File: src/sv/hts_pkg.sv
`timescale 1ns / 1ps

package hts_pkg;

  // jamo index constants
  localparam logic [4:0]  NONE_JAMO         = 5'd31;
  localparam logic [4:0]  IEUNG             = 5'd11;
  localparam logic [4:0]  N_LEADS           = 5'd19;
  localparam logic [4:0]  N_VOWELS          = 5'd21;
  localparam logic [4:0]  N_TAILS           = 5'd28;
  localparam logic [15:0] SYL_BASE          = 16'hAC00;
  localparam logic [15:0] LEAD_COMPAT_BASE  = 16'h3131;
  localparam logic [15:0] VOWEL_COMPAT_BASE = 16'h314F;
  localparam logic [20:0] ASCII_MAX         = 21'h7F;

  // request kinds
  typedef enum logic [1:0] {
    REQ_CHAR      = 2'd0,
    REQ_BACKSPACE = 2'd1,
    REQ_RESET     = 2'd2,
    REQ_COMMIT    = 2'd3
  } req_e;

  // controller to datapath commands
  typedef struct packed {
    logic load;
    logic decode;
    logic exec;
  } cmd_t;

  // consonant keys to lead index
  function automatic logic [4:0] key_lead(logic [6:0] ch);
    case (ch)
      7'h72: return 5'd0;   // r
      7'h52: return 5'd1;   // R
      7'h73: return 5'd2;   // s
      7'h65: return 5'd3;   // e
      7'h45: return 5'd4;   // E
      7'h66: return 5'd5;   // f
      7'h61: return 5'd6;   // a
      7'h71: return 5'd7;   // q
      7'h51: return 5'd8;   // Q
      7'h74: return 5'd9;   // t
      7'h54: return 5'd10;  // T
      7'h64: return 5'd11;  // d
      7'h77: return 5'd12;  // w
      7'h57: return 5'd13;  // W
      7'h63: return 5'd14;  // c
      7'h7A: return 5'd15;  // z
      7'h78: return 5'd16;  // x
      7'h76: return 5'd17;  // v
      7'h67: return 5'd18;  // g
      default: return NONE_JAMO;
    endcase
  endfunction

  // vowel keys to vowel index
  function automatic logic [4:0] key_vowel(logic [6:0] ch);
    case (ch)
      7'h6B: return 5'd0;   // k
      7'h6F: return 5'd1;   // o
      7'h69: return 5'd2;   // i
      7'h4F: return 5'd3;   // O
      7'h6A: return 5'd4;   // j
      7'h70: return 5'd5;   // p
      7'h75: return 5'd6;   // u
      7'h50: return 5'd7;   // P
      7'h68: return 5'd8;   // h
      7'h79: return 5'd12;  // y
      7'h6E: return 5'd13;  // n
      7'h62: return 5'd17;  // b
      7'h6D: return 5'd18;  // m
      7'h6C: return 5'd20;  // l
      default: return NONE_JAMO;
    endcase
  endfunction

  // lead as tail, 0 when it cannot close a syllable
  function automatic logic [4:0] lead_as_tail(logic [4:0] l);
    case (l)
      5'd0:  return 5'd1;
      5'd1:  return 5'd2;
      5'd2:  return 5'd4;
      5'd3:  return 5'd7;
      5'd5:  return 5'd8;
      5'd6:  return 5'd16;
      5'd7:  return 5'd17;
      5'd9:  return 5'd19;
      5'd10: return 5'd20;
      5'd11: return 5'd21;
      5'd12: return 5'd22;
      5'd14: return 5'd23;
      5'd15: return 5'd24;
      5'd16: return 5'd25;
      5'd17: return 5'd26;
      5'd18: return 5'd27;
      default: return 5'd0;
    endcase
  endfunction

  // simple tail back to lead, none otherwise
  function automatic logic [4:0] lead_of_tail(logic [4:0] t);
    case (t)
      5'd1:  return 5'd0;
      5'd2:  return 5'd1;
      5'd4:  return 5'd2;
      5'd7:  return 5'd3;
      5'd8:  return 5'd5;
      5'd16: return 5'd6;
      5'd17: return 5'd7;
      5'd19: return 5'd9;
      5'd20: return 5'd10;
      5'd21: return 5'd11;
      5'd22: return 5'd12;
      5'd23: return 5'd14;
      5'd24: return 5'd15;
      5'd25: return 5'd16;
      5'd26: return 5'd17;
      5'd27: return 5'd18;
      default: return NONE_JAMO;
    endcase
  endfunction

  // first part of a compound tail, 0 when not compound
  function automatic logic [4:0] split_first(logic [4:0] t);
    case (t)
      5'd3:  return 5'd1;
      5'd5:  return 5'd4;
      5'd6:  return 5'd4;
      5'd9:  return 5'd8;
      5'd10: return 5'd8;
      5'd11: return 5'd8;
      5'd12: return 5'd8;
      5'd13: return 5'd8;
      5'd14: return 5'd8;
      5'd15: return 5'd8;
      5'd18: return 5'd17;
      default: return 5'd0;
    endcase
  endfunction

  // second part of a compound tail as a lead, none when not compound
  function automatic logic [4:0] split_lead(logic [4:0] t);
    case (t)
      5'd3:  return 5'd9;
      5'd5:  return 5'd12;
      5'd6:  return 5'd18;
      5'd9:  return 5'd0;
      5'd10: return 5'd6;
      5'd11: return 5'd7;
      5'd12: return 5'd9;
      5'd13: return 5'd16;
      5'd14: return 5'd17;
      5'd15: return 5'd18;
      5'd18: return 5'd9;
      default: return NONE_JAMO;
    endcase
  endfunction

  // tail plus lead into compound tail, 0 when no pair
  function automatic logic [4:0] join_tail(logic [4:0] t, logic [4:0] l);
    case ({t, l})
      {5'd1,  5'd9}:  return 5'd3;
      {5'd4,  5'd12}: return 5'd5;
      {5'd4,  5'd18}: return 5'd6;
      {5'd8,  5'd0}:  return 5'd9;
      {5'd8,  5'd6}:  return 5'd10;
      {5'd8,  5'd7}:  return 5'd11;
      {5'd8,  5'd9}:  return 5'd12;
      {5'd8,  5'd16}: return 5'd13;
      {5'd8,  5'd17}: return 5'd14;
      {5'd8,  5'd18}: return 5'd15;
      {5'd17, 5'd9}:  return 5'd18;
      default: return 5'd0;
    endcase
  endfunction

  // two vowels into compound vowel, none when no pair
  function automatic logic [4:0] join_vowel(logic [4:0] a, logic [4:0] b);
    case ({a, b})
      {5'd8,  5'd0}:  return 5'd9;
      {5'd8,  5'd1}:  return 5'd10;
      {5'd8,  5'd20}: return 5'd11;
      {5'd13, 5'd4}:  return 5'd14;
      {5'd13, 5'd5}:  return 5'd15;
      {5'd13, 5'd20}: return 5'd16;
      {5'd18, 5'd20}: return 5'd19;
      default: return NONE_JAMO;
    endcase
  endfunction

  // compound vowel back to its first vowel
  function automatic logic [4:0] vowel_base(logic [4:0] v);
    case (v)
      5'd9, 5'd10, 5'd11:  return 5'd8;
      5'd14, 5'd15, 5'd16: return 5'd13;
      5'd19:               return 5'd18;
      default:             return NONE_JAMO;
    endcase
  endfunction

  // compatibility code point of a lead
  function automatic logic [15:0] lead_compat(logic [4:0] l);
    logic [4:0] ofs;
    case (l)
      5'd0:  ofs = 5'd0;
      5'd1:  ofs = 5'd1;
      5'd2:  ofs = 5'd3;
      5'd3:  ofs = 5'd6;
      5'd4:  ofs = 5'd7;
      5'd5:  ofs = 5'd8;
      5'd6:  ofs = 5'd16;
      5'd7:  ofs = 5'd17;
      5'd8:  ofs = 5'd18;
      5'd9:  ofs = 5'd20;
      5'd10: ofs = 5'd21;
      5'd11: ofs = 5'd22;
      5'd12: ofs = 5'd23;
      5'd13: ofs = 5'd24;
      5'd14: ofs = 5'd25;
      5'd15: ofs = 5'd26;
      5'd16: ofs = 5'd27;
      5'd17: ofs = 5'd28;
      5'd18: ofs = 5'd29;
      default: ofs = 5'd0;
    endcase
    return LEAD_COMPAT_BASE + 16'(ofs);
  endfunction

  // precomposed syllable code point
  function automatic logic [15:0] syllable(logic [4:0] l, logic [4:0] v, logic [4:0] t);
    logic [9:0] lv;
    logic [4:0] tm;
    lv = 10'(l) * 10'(N_VOWELS) + 10'(v);
    tm = (t >= N_TAILS) ? t - N_TAILS : t;
    return SYL_BASE + 16'(lv) * 16'(N_TAILS) + 16'(tm);
  endfunction

  // preview code point of a composer state
  function automatic logic [15:0] preview(logic comp, logic ie, logic [4:0] l,
                                          logic [4:0] v, logic [4:0] t);
    logic lv_ok;
    logic vv_ok;
    lv_ok = (l < N_LEADS);
    vv_ok = (v < N_VOWELS);
    if (!comp) return 16'd0;
    if (ie && vv_ok && (t == 5'd0)) return VOWEL_COMPAT_BASE + 16'(v);
    if (lv_ok && vv_ok) return syllable(l, v, t);
    if (lv_ok) return lead_compat(l);
    if (vv_ok) return VOWEL_COMPAT_BASE + 16'(v);
    return 16'd0;
  endfunction

endpackage

File: src/sv/hts_ctrl.sv
`timescale 1ns / 1ps

module hts_ctrl (
  input  logic          clk_i,
  input  logic          rst_ni,
  input  logic          in_valid_i,
  output logic          in_ready_o,
  output logic          out_valid_o,
  input  logic          out_ready_i,
  output hts_pkg::cmd_t cmd_o
);

  typedef enum logic [1:0] {
    ST_IDLE,
    ST_DECODE,
    ST_EXEC
  } state_e;

  state_e state_q, state_d;
  logic   out_valid_q, out_valid_d;
  logic   stall;

  // exec waits while the previous result is still held
  assign stall       = out_valid_q && !out_ready_i;
  assign in_ready_o  = (state_q == ST_IDLE) || ((state_q == ST_EXEC) && !stall);
  assign out_valid_o = out_valid_q;

  assign cmd_o.load   = in_valid_i && in_ready_o;
  assign cmd_o.decode = (state_q == ST_DECODE);
  assign cmd_o.exec   = (state_q == ST_EXEC) && !stall;

  // next state and result valid
  always_comb begin
    state_d = state_q;
    case (state_q)
      ST_IDLE: begin
        if (cmd_o.load) state_d = ST_DECODE;
      end
      ST_DECODE: begin
        state_d = ST_EXEC;
      end
      ST_EXEC: begin
        if (!stall) state_d = cmd_o.load ? ST_DECODE : ST_IDLE;
      end
      default: begin
        state_d = ST_IDLE;
      end
    endcase
    if (cmd_o.exec) begin
      out_valid_d = 1'b1;
    end else if (out_ready_i) begin
      out_valid_d = 1'b0;
    end else begin
      out_valid_d = out_valid_q;
    end
  end

  always_ff @(posedge clk_i or negedge rst_ni) begin
    if (!rst_ni) begin
      state_q     <= ST_IDLE;
      out_valid_q <= 1'b0;
    end else begin
      state_q     <= state_d;
      out_valid_q <= out_valid_d;
    end
  end

endmodule

File: src/sv/hts_dp.sv
`timescale 1ns / 1ps

module hts_dp (
  input  logic          clk_i,
  input  logic          rst_ni,
  input  hts_pkg::cmd_t cmd_i,
  input  logic [1:0]    req_type_i,
  input  logic [20:0]   key_code_i,
  output logic          consumed_o,
  output logic          preedit_valid_o,
  output logic [15:0]   preedit_code_o,
  output logic          has_commit_o,
  output logic [15:0]   commit_code_o
);

  // captured transaction
  logic [1:0]  type_q;
  logic [20:0] key_q;

  // decode stage
  hts_pkg::req_e dtype_q;
  logic          dbig_q;
  logic [4:0]    dlead_q;
  logic [4:0]    dvowel_q;
  logic [15:0]   cur_pre_q;
  logic [15:0]   split_syl_q;

  // composer state
  logic       comp_q, comp_d;
  logic       ie_q, ie_d;
  logic [4:0] lead_q, lead_d;
  logic [4:0] vowel_q, vowel_d;
  logic [4:0] tail_q, tail_d;

  // exec results
  logic        consumed;
  logic [15:0] commit;
  logic [15:0] pre;
  logic [4:0]  tl;
  logic [4:0]  jn;
  logic [4:0]  sl;
  logic [4:0]  lt;

  // result registers
  logic        consumed_q;
  logic [15:0] pre_q;
  logic [15:0] commit_q;

  // input capture, jamo lookup and current preview
  always_ff @(posedge clk_i) begin
    if (cmd_i.load) begin
      type_q <= req_type_i;
      key_q  <= key_code_i;
    end
    if (cmd_i.decode) begin
      dtype_q     <= hts_pkg::req_e'(type_q);
      dbig_q      <= (key_q > hts_pkg::ASCII_MAX);
      dlead_q     <= hts_pkg::key_lead(key_q[6:0]);
      dvowel_q    <= hts_pkg::key_vowel(key_q[6:0]);
      cur_pre_q   <= hts_pkg::preview(comp_q, ie_q, lead_q, vowel_q, tail_q);
      split_syl_q <= hts_pkg::syllable(lead_q, vowel_q, hts_pkg::split_first(tail_q));
    end
  end

  // next composer state for one event
  always_comb begin
    comp_d   = comp_q;
    ie_d     = ie_q;
    lead_d   = lead_q;
    vowel_d  = vowel_q;
    tail_d   = tail_q;
    consumed = 1'b0;
    commit   = 16'd0;
    tl       = hts_pkg::lead_as_tail(dlead_q);
    jn       = hts_pkg::join_tail(tail_q, dlead_q);
    sl       = hts_pkg::split_lead(tail_q);
    lt       = hts_pkg::lead_of_tail(tail_q);
    case (dtype_q)
      hts_pkg::REQ_CHAR: begin
        if (!dbig_q) begin
          if ((dlead_q == hts_pkg::NONE_JAMO) && (dvowel_q == hts_pkg::NONE_JAMO)) begin
            // not a jamo key: flush and clear
            commit  = cur_pre_q;
            comp_d  = 1'b0;
            ie_d    = 1'b0;
            lead_d  = hts_pkg::NONE_JAMO;
            vowel_d = hts_pkg::NONE_JAMO;
            tail_d  = 5'd0;
          end else if (dvowel_q != hts_pkg::NONE_JAMO) begin
            consumed = 1'b1;
            if (!comp_q) begin
              comp_d  = 1'b1;
              ie_d    = 1'b1;
              lead_d  = hts_pkg::IEUNG;
              vowel_d = dvowel_q;
              tail_d  = 5'd0;
            end else if (vowel_q >= hts_pkg::N_VOWELS) begin
              vowel_d = dvowel_q;
            end else if (tail_q != 5'd0) begin
              // tail moves or splits into the next syllable
              commit  = split_syl_q;
              comp_d  = 1'b1;
              ie_d    = 1'b0;
              if (sl != hts_pkg::NONE_JAMO) begin
                lead_d = sl;
              end else if (lt != hts_pkg::NONE_JAMO) begin
                lead_d = lt;
              end else begin
                lead_d = hts_pkg::IEUNG;
              end
              vowel_d = dvowel_q;
              tail_d  = 5'd0;
            end else if (hts_pkg::join_vowel(vowel_q, dvowel_q) != hts_pkg::NONE_JAMO) begin
              vowel_d = hts_pkg::join_vowel(vowel_q, dvowel_q);
            end else begin
              commit  = cur_pre_q;
              comp_d  = 1'b1;
              ie_d    = 1'b1;
              lead_d  = hts_pkg::IEUNG;
              vowel_d = dvowel_q;
              tail_d  = 5'd0;
            end
          end else begin
            consumed = 1'b1;
            if (comp_q && (vowel_q < hts_pkg::N_VOWELS) && !(ie_q && (tail_q == 5'd0))
                && (tl != 5'd0) && (tail_q == 5'd0)) begin
              tail_d = tl;
            end else if (comp_q && (vowel_q < hts_pkg::N_VOWELS)
                         && !(ie_q && (tail_q == 5'd0)) && (tl != 5'd0) && (jn != 5'd0)) begin
              tail_d = jn;
            end else begin
              // consonant opens a new syllable
              commit  = comp_q ? cur_pre_q : 16'd0;
              comp_d  = 1'b1;
              ie_d    = 1'b0;
              lead_d  = dlead_q;
              vowel_d = hts_pkg::NONE_JAMO;
              tail_d  = 5'd0;
            end
          end
        end
      end
      hts_pkg::REQ_BACKSPACE: begin
        if (comp_q) begin
          consumed = 1'b1;
          if (tail_q != 5'd0) begin
            tail_d = hts_pkg::split_first(tail_q);
          end else if ((vowel_q < hts_pkg::N_VOWELS)
                       && (hts_pkg::vowel_base(vowel_q) != hts_pkg::NONE_JAMO)) begin
            vowel_d = hts_pkg::vowel_base(vowel_q);
          end else if ((vowel_q < hts_pkg::N_VOWELS) && !ie_q) begin
            vowel_d = hts_pkg::NONE_JAMO;
          end else begin
            comp_d  = 1'b0;
            ie_d    = 1'b0;
            lead_d  = hts_pkg::NONE_JAMO;
            vowel_d = hts_pkg::NONE_JAMO;
            tail_d  = 5'd0;
          end
        end
      end
      hts_pkg::REQ_RESET, hts_pkg::REQ_COMMIT: begin
        commit  = (dtype_q == hts_pkg::REQ_COMMIT) ? cur_pre_q : 16'd0;
        comp_d  = 1'b0;
        ie_d    = 1'b0;
        lead_d  = hts_pkg::NONE_JAMO;
        vowel_d = hts_pkg::NONE_JAMO;
        tail_d  = 5'd0;
      end
      default: begin
        commit = 16'd0;
      end
    endcase
    pre = consumed ? hts_pkg::preview(comp_d, ie_d, lead_d, vowel_d, tail_d) : 16'd0;
  end

  // composer state
  always_ff @(posedge clk_i or negedge rst_ni) begin
    if (!rst_ni) begin
      comp_q  <= 1'b0;
      ie_q    <= 1'b0;
      lead_q  <= hts_pkg::NONE_JAMO;
      vowel_q <= hts_pkg::NONE_JAMO;
      tail_q  <= 5'd0;
    end else if (cmd_i.exec) begin
      comp_q  <= comp_d;
      ie_q    <= ie_d;
      lead_q  <= lead_d;
      vowel_q <= vowel_d;
      tail_q  <= tail_d;
    end
  end

  // result register
  always_ff @(posedge clk_i) begin
    if (cmd_i.exec) begin
      consumed_q <= consumed;
      pre_q      <= pre;
      commit_q   <= commit;
    end
  end

  assign consumed_o      = consumed_q;
  assign preedit_valid_o = (pre_q != 16'd0);
  assign preedit_code_o  = pre_q;
  assign has_commit_o    = (commit_q != 16'd0);
  assign commit_code_o   = commit_q;

endmodule

File: src/sv/hangul_two_set_composer.sv
`timescale 1ns / 1ps
// sequence: an accepted transaction passes the lookup step, then the compose step,
//   which registers the result; the next input is taken during the compose step of the controller,
//   and a held result stalls the compose step and with it the input
// reset: asynchronous, active low; clears the controller and the syllable state
//   to nothing composed

module hangul_two_set_composer (
  input  logic        clk_i,
  input  logic        rst_ni,
  input  logic        in_valid_i,
  output logic        in_ready_o,
  input  logic [1:0]  req_type_i,
  input  logic [20:0] key_code_i,
  output logic        out_valid_o,
  input  logic        out_ready_i,
  output logic        consumed_o,
  output logic        preedit_valid_o,
  output logic [15:0] preedit_code_o,
  output logic        has_commit_o,
  output logic [15:0] commit_code_o
);

  hts_pkg::cmd_t cmd;

  // sequencing and handshakes
  hts_ctrl u_ctrl (
    .clk_i       (clk_i),
    .rst_ni      (rst_ni),
    .in_valid_i  (in_valid_i),
    .in_ready_o  (in_ready_o),
    .out_valid_o (out_valid_o),
    .out_ready_i (out_ready_i),
    .cmd_o       (cmd)
  );

  // jamo lookup and syllable composition
  hts_dp u_dp (
    .clk_i           (clk_i),
    .rst_ni          (rst_ni),
    .cmd_i           (cmd),
    .req_type_i      (req_type_i),
    .key_code_i      (key_code_i),
    .consumed_o      (consumed_o),
    .preedit_valid_o (preedit_valid_o),
    .preedit_code_o  (preedit_code_o),
    .has_commit_o    (has_commit_o),
    .commit_code_o   (commit_code_o)
  );

  // an accepted transaction blocks the input during lookup
  assert property (@(posedge clk_i) disable iff (!rst_ni)
    (in_valid_i && in_ready_o) |=> !in_ready_o)
    else $error("input ready during lookup");

  // a key that is not used leaves no preview
  assert property (@(posedge clk_i) disable iff (!rst_ni)
    (out_valid_o && !consumed_o) |-> !preedit_valid_o)
    else $error("preview on unused key");

  // flags agree with code points
  assert property (@(posedge clk_i) disable iff (!rst_ni)
    out_valid_o |-> ((has_commit_o == (commit_code_o != 16'd0))
                     && (preedit_valid_o == (preedit_code_o != 16'd0))))
    else $error("flag and code point disagree");

endmodule
File: config.mk
export PLATFORM = sky130hd
export DESIGN_NAME = hangul_two_set_composer
export DESIGN_NICKNAME = d
export VERILOG_FILES = /design/src/sv/hts_pkg.sv /design/src/sv/hts_ctrl.sv /design/src/sv/hts_dp.sv /design/src/sv/hangul_two_set_composer.sv
export SDC_FILE = /design/constraint.sdc
export NUM_CORES = 1
export LEC_CHECK = 0
export BUFFER_PORTS_ARGS = -buffer_cell sky130_fd_sc_hd__buf_4
export CAP_MARGIN = 20
export CORE_ASPECT_RATIO = 0.75
export CORE_MARGIN = 4
export CORE_UTILIZATION = 45
export DETAILED_ROUTE_END_ITERATION = 8
export PLACE_DENSITY = 0.64
export SKIP_CTS_REPAIR_TIMING = 1
export SLEW_MARGIN = 25
export SYNTH_ARGS = -nofsm -noshare
export SYNTH_HDL_FRONTEND = slang
export SYNTH_SLANG_ARGS = --single-unit
File: constraint.sdc
create_clock -name clk_i -period 16.6 [get_ports clk_i]
set_input_delay 3.32 -clock clk_i [delete_from_list [all_inputs] [get_ports clk_i]]
set_output_delay 3.32 -clock clk_i [all_outputs]
set_load 0.02 [all_outputs]
==> flow_summary.yaml <==
die:
  die_w_microns: 198
  pin_count: 64
  core_area_sq_um: 26300
  initial_core_util: 0.463
  die_h_microns: 150
  die_area_sq_um: 29800
  core.rowCount: 51
yosys:
  synth_edf_count: 100
  postSynthAreaPerCell_sq_um: 8.92
  syn_nets: 1542
  synthArstFlopShare: 0.160
  ys_top_cells_by_area: "edfxtp_1 (25%), ha_1 (12%), fa_1 (4.9%)"
  synth_cell_type_count: 109
  synth-seq-cells: 125
  netlist.area_leader.share: 0.247
  ys_seq_area_frac: 0.297
  postSynthCellCount: 1365
  ys.warnings.count: 0
  synth.largest_area_cell: "edfxtp_1"
  synth_flop_cell: "edfxtp_1"
  synth_area_sq_um: 12200
layout:
  n_antenna_cell: 0
  final_common_cell: "inv_1"
  areaGrowthSynthToFinish_pct: 10.1
  final_area_sq_um: 13400
  layout.cells.non_filler: 1753
  fin_nets: 1573
  layout_common_cells: "inv_1 (134), ha_1 (120), nand2_1 (105)"
  fillers: 2443
  layout-drive-gt1-share: 0.114
flow_run:
  drv_cap: 0
critical_path:
  critPathRequiredTime_ns: 16.78
  cp-start-kind: "flop"
  end_kind: "flop"
  critical_path_class: "flop to flop"
  r2r_cells: 31
  slowest_delay_ns: 0.95
  cp.arrival_ns: 9.05
  worstPathMaxFanout: 32
  worst_path_max_delay_cell: "dfrtp_1"
clock_tree:
  cts_buffer_depth: 2
  cts_tree: "built"
  clockRootBuffer: "clkbuf_16"
  clock-sinks: 125
  clk_latency_ns: 0.44
  cts_made_buffers: 17
  clkSlewWorstSetupHoldPaths_ns: 0.06
  ctsHtreeMaxLevel: 4
grt:
  grt_usage: 0.215
  grt_pass1_vias: 9534
  grt_pass1_wl_microns: 51300
  gr-total-overflow: 0
  grt_max_degree: 49
  antenna_found_initial: 0
timing:
  drv_slew: 0
  finalSetupViolCount: 0
  finalCritPeriodShare: 0.535
  fin_crit_ns: 8.88
  slew-limit-headroom: 0.344
  hold_viol_final: 0
  worst_pin_slew_ns: 0.984
  fmax_mhz: 113
  rsz0062_at_grt: "no"
  fin_skew_ns: 0.0124
  tns_ns: 0
placed_design:
  dp.cells: 1721
  place_area_sq_um: 12900
  place_hpwl_microns: 24700
  gp_congestion: 0.965
  port_buffers: 63
drt:
  drt_iter0_markers: 877
  drtAntennaViolNets: 0
  drc: 0
  vias_per_cell: 5.90
  drtPass1Iterations: 6
  wire_per_inst_microns: 18.1
  wl_microns: 31700
  routed-via-count: 10300
worst_hold_path:
  hold_class: "flop to flop"
  holdPathStages: 0
run_status:
  status: "finished, final reports clean"
[metal layers]
metal	share of wire	wire length, microns	up-vias	global-route usage
li1	-	-	5029	-
met1	0.50	15900	4829	0.337
met2	0.39	12200	440	0.282
met3	0.098	3110	36	0.0694
met4	0.012	369	0	0.0492
met5	0	0	-	0
[critical path, delay by kind of cell, from the launching register on]
| kind | cells | cell delay, ns |
|---|---|---|
| fa+ha+maj | 7 | 2.80 |
| compound gates | 9 | 1.88 |
| simple gates | 7 | 1.78 |
| flops | 1 | 0.95 |
| xor+xnor | 3 | 0.63 |
| buf+inv | 5 | 0.58 |
[synth_stat cells (5+ instances only)]
master,count
buf_2,13
a211oi_1,9
o211ai_1,7
nor3_1,38
edfxtp_1,100
a21oi_1,89
and2_1,9
inv_1,134
xnor2_1,56
dfxtp_1,5
clkbuf_1,35
dfrtp_1,10
dfstp_2,10
or3_1,10
nand2_1,105
nor4_1,20
o21bai_1,24
nand3_1,25
o2111ai_1,5
and3_1,12
nor2_1,88
xor2_1,23
a22o_1,16
a211o_1,5
nand4_1,13
a221oi_1,6
a31oi_1,7
nor2b_1,21
a21o_1,14
nand2b_1,23
a22oi_1,6
ha_1,120
a21boi_0,7
nor3b_1,7
o21ai_1,5
o21a_1,12
or2_2,8
fa_1,30
mux2i_1,11
o22ai_1,8
o21ai_0,86
a32oi_1,5
[final timing paths]
check	end	start	slack, ns
max	u_dp.preedit_code_o[14]$_SDFFCE_PP0P_	u_dp.tail_q[2]$_DFFE_PN0P_	7.72
min	u_dp.dtype_q[1]$_DFFE_PN_	u_dp.type_q[1]$_DFFE_PP_	0.43
max reg2reg	u_dp.preedit_code_o[14]$_SDFFCE_PP0P_	u_dp.tail_q[2]$_DFFE_PN0P_	7.72
min reg2reg	u_dp.dtype_q[1]$_DFFE_PN_	u_dp.type_q[1]$_DFFE_PP_	0.43
max in group asynchronous	u_dp.vowel_q[1]$_DFFE_PN1P_	rst_ni	13.50
min in group asynchronous	u_ctrl.out_valid_o$_DFFE_PN0P_	rst_ni	2.78
[stage by stage]
stage	utilization	hold WS, ns	setup WS [ns]
detailed placement	0.489	0.415	7.87
finish	0.510	0.426	7.72
CTS	0.510	0.427	7.81
global placement	0.489	0.405	8.11
global route	0.510	0.430	7.00
floorplan	-	0.400	9.39
[flip-flops by register name, indices dropped and copies added (netlist names)]
signal,count
u_dp.commit_code_o,16
u_dp.type_q,2
u_dp.dvowel_q,5
u_dp.lead_q,5
u_dp.vowel_q,5
u_dp.tl,5
u_dp.cur_pre_q,16
u_dp.dbig_q,1
u_ctrl.out_valid_o,1
u_dp.dlead_q,5
u_dp.preedit_code_o,16
u_dp.comp_q,1
u_dp.dtype_q,2
u_ctrl.state_q,2
u_dp.tail_q,5
u_dp.key_q,21
u_dp.ie_q,1
u_dp.consumed_o,1
u_dp.split_syl_q,15
[cell families (layout without fill, tap and decap cells)]
| kind of cell | after synthesis | after routing | share of synthesized area |
|---|---|---|---|
| AO/OA/AOI/OAI | 385 | 385 | 0.219 |
| XOR/XNOR | 79 | 79 | 0.0569 |
| adder cells (fa/ha/maj) | 150 | 150 | 0.173 |
| buffers and inverters | 195 | 239 | 0.0637 |
| flip-flops | 125 | 125 | 0.297 |
| multiplexers | 16 | 16 | 0.0146 |
| AND/OR/NAND/NOR | 415 | 415 | 0.176 |
[final cells by class]
| type | instances | area [sq um] | area share |
|---|---|---|---|
| Timing Repair Buffer | 69 | 518 | 0.0387 |
| Tap cell | 344 | 430 | 0.0321 |
| Clock buffer | 18 | 429 | 0.0320 |
| Clock inverter | 14 | 109 | 0.00812 |
| Inverter | 138 | 518 | 0.0387 |
| Multi-Input combinational cell | 1045 | 7780 | 0.581 |
| Sequential cell | 125 | 3620 | 0.270 |
Power is left out: the tool's default activity adds up to more than one toggle a clock period on the data nets, which glitch-free logic cannot reach.
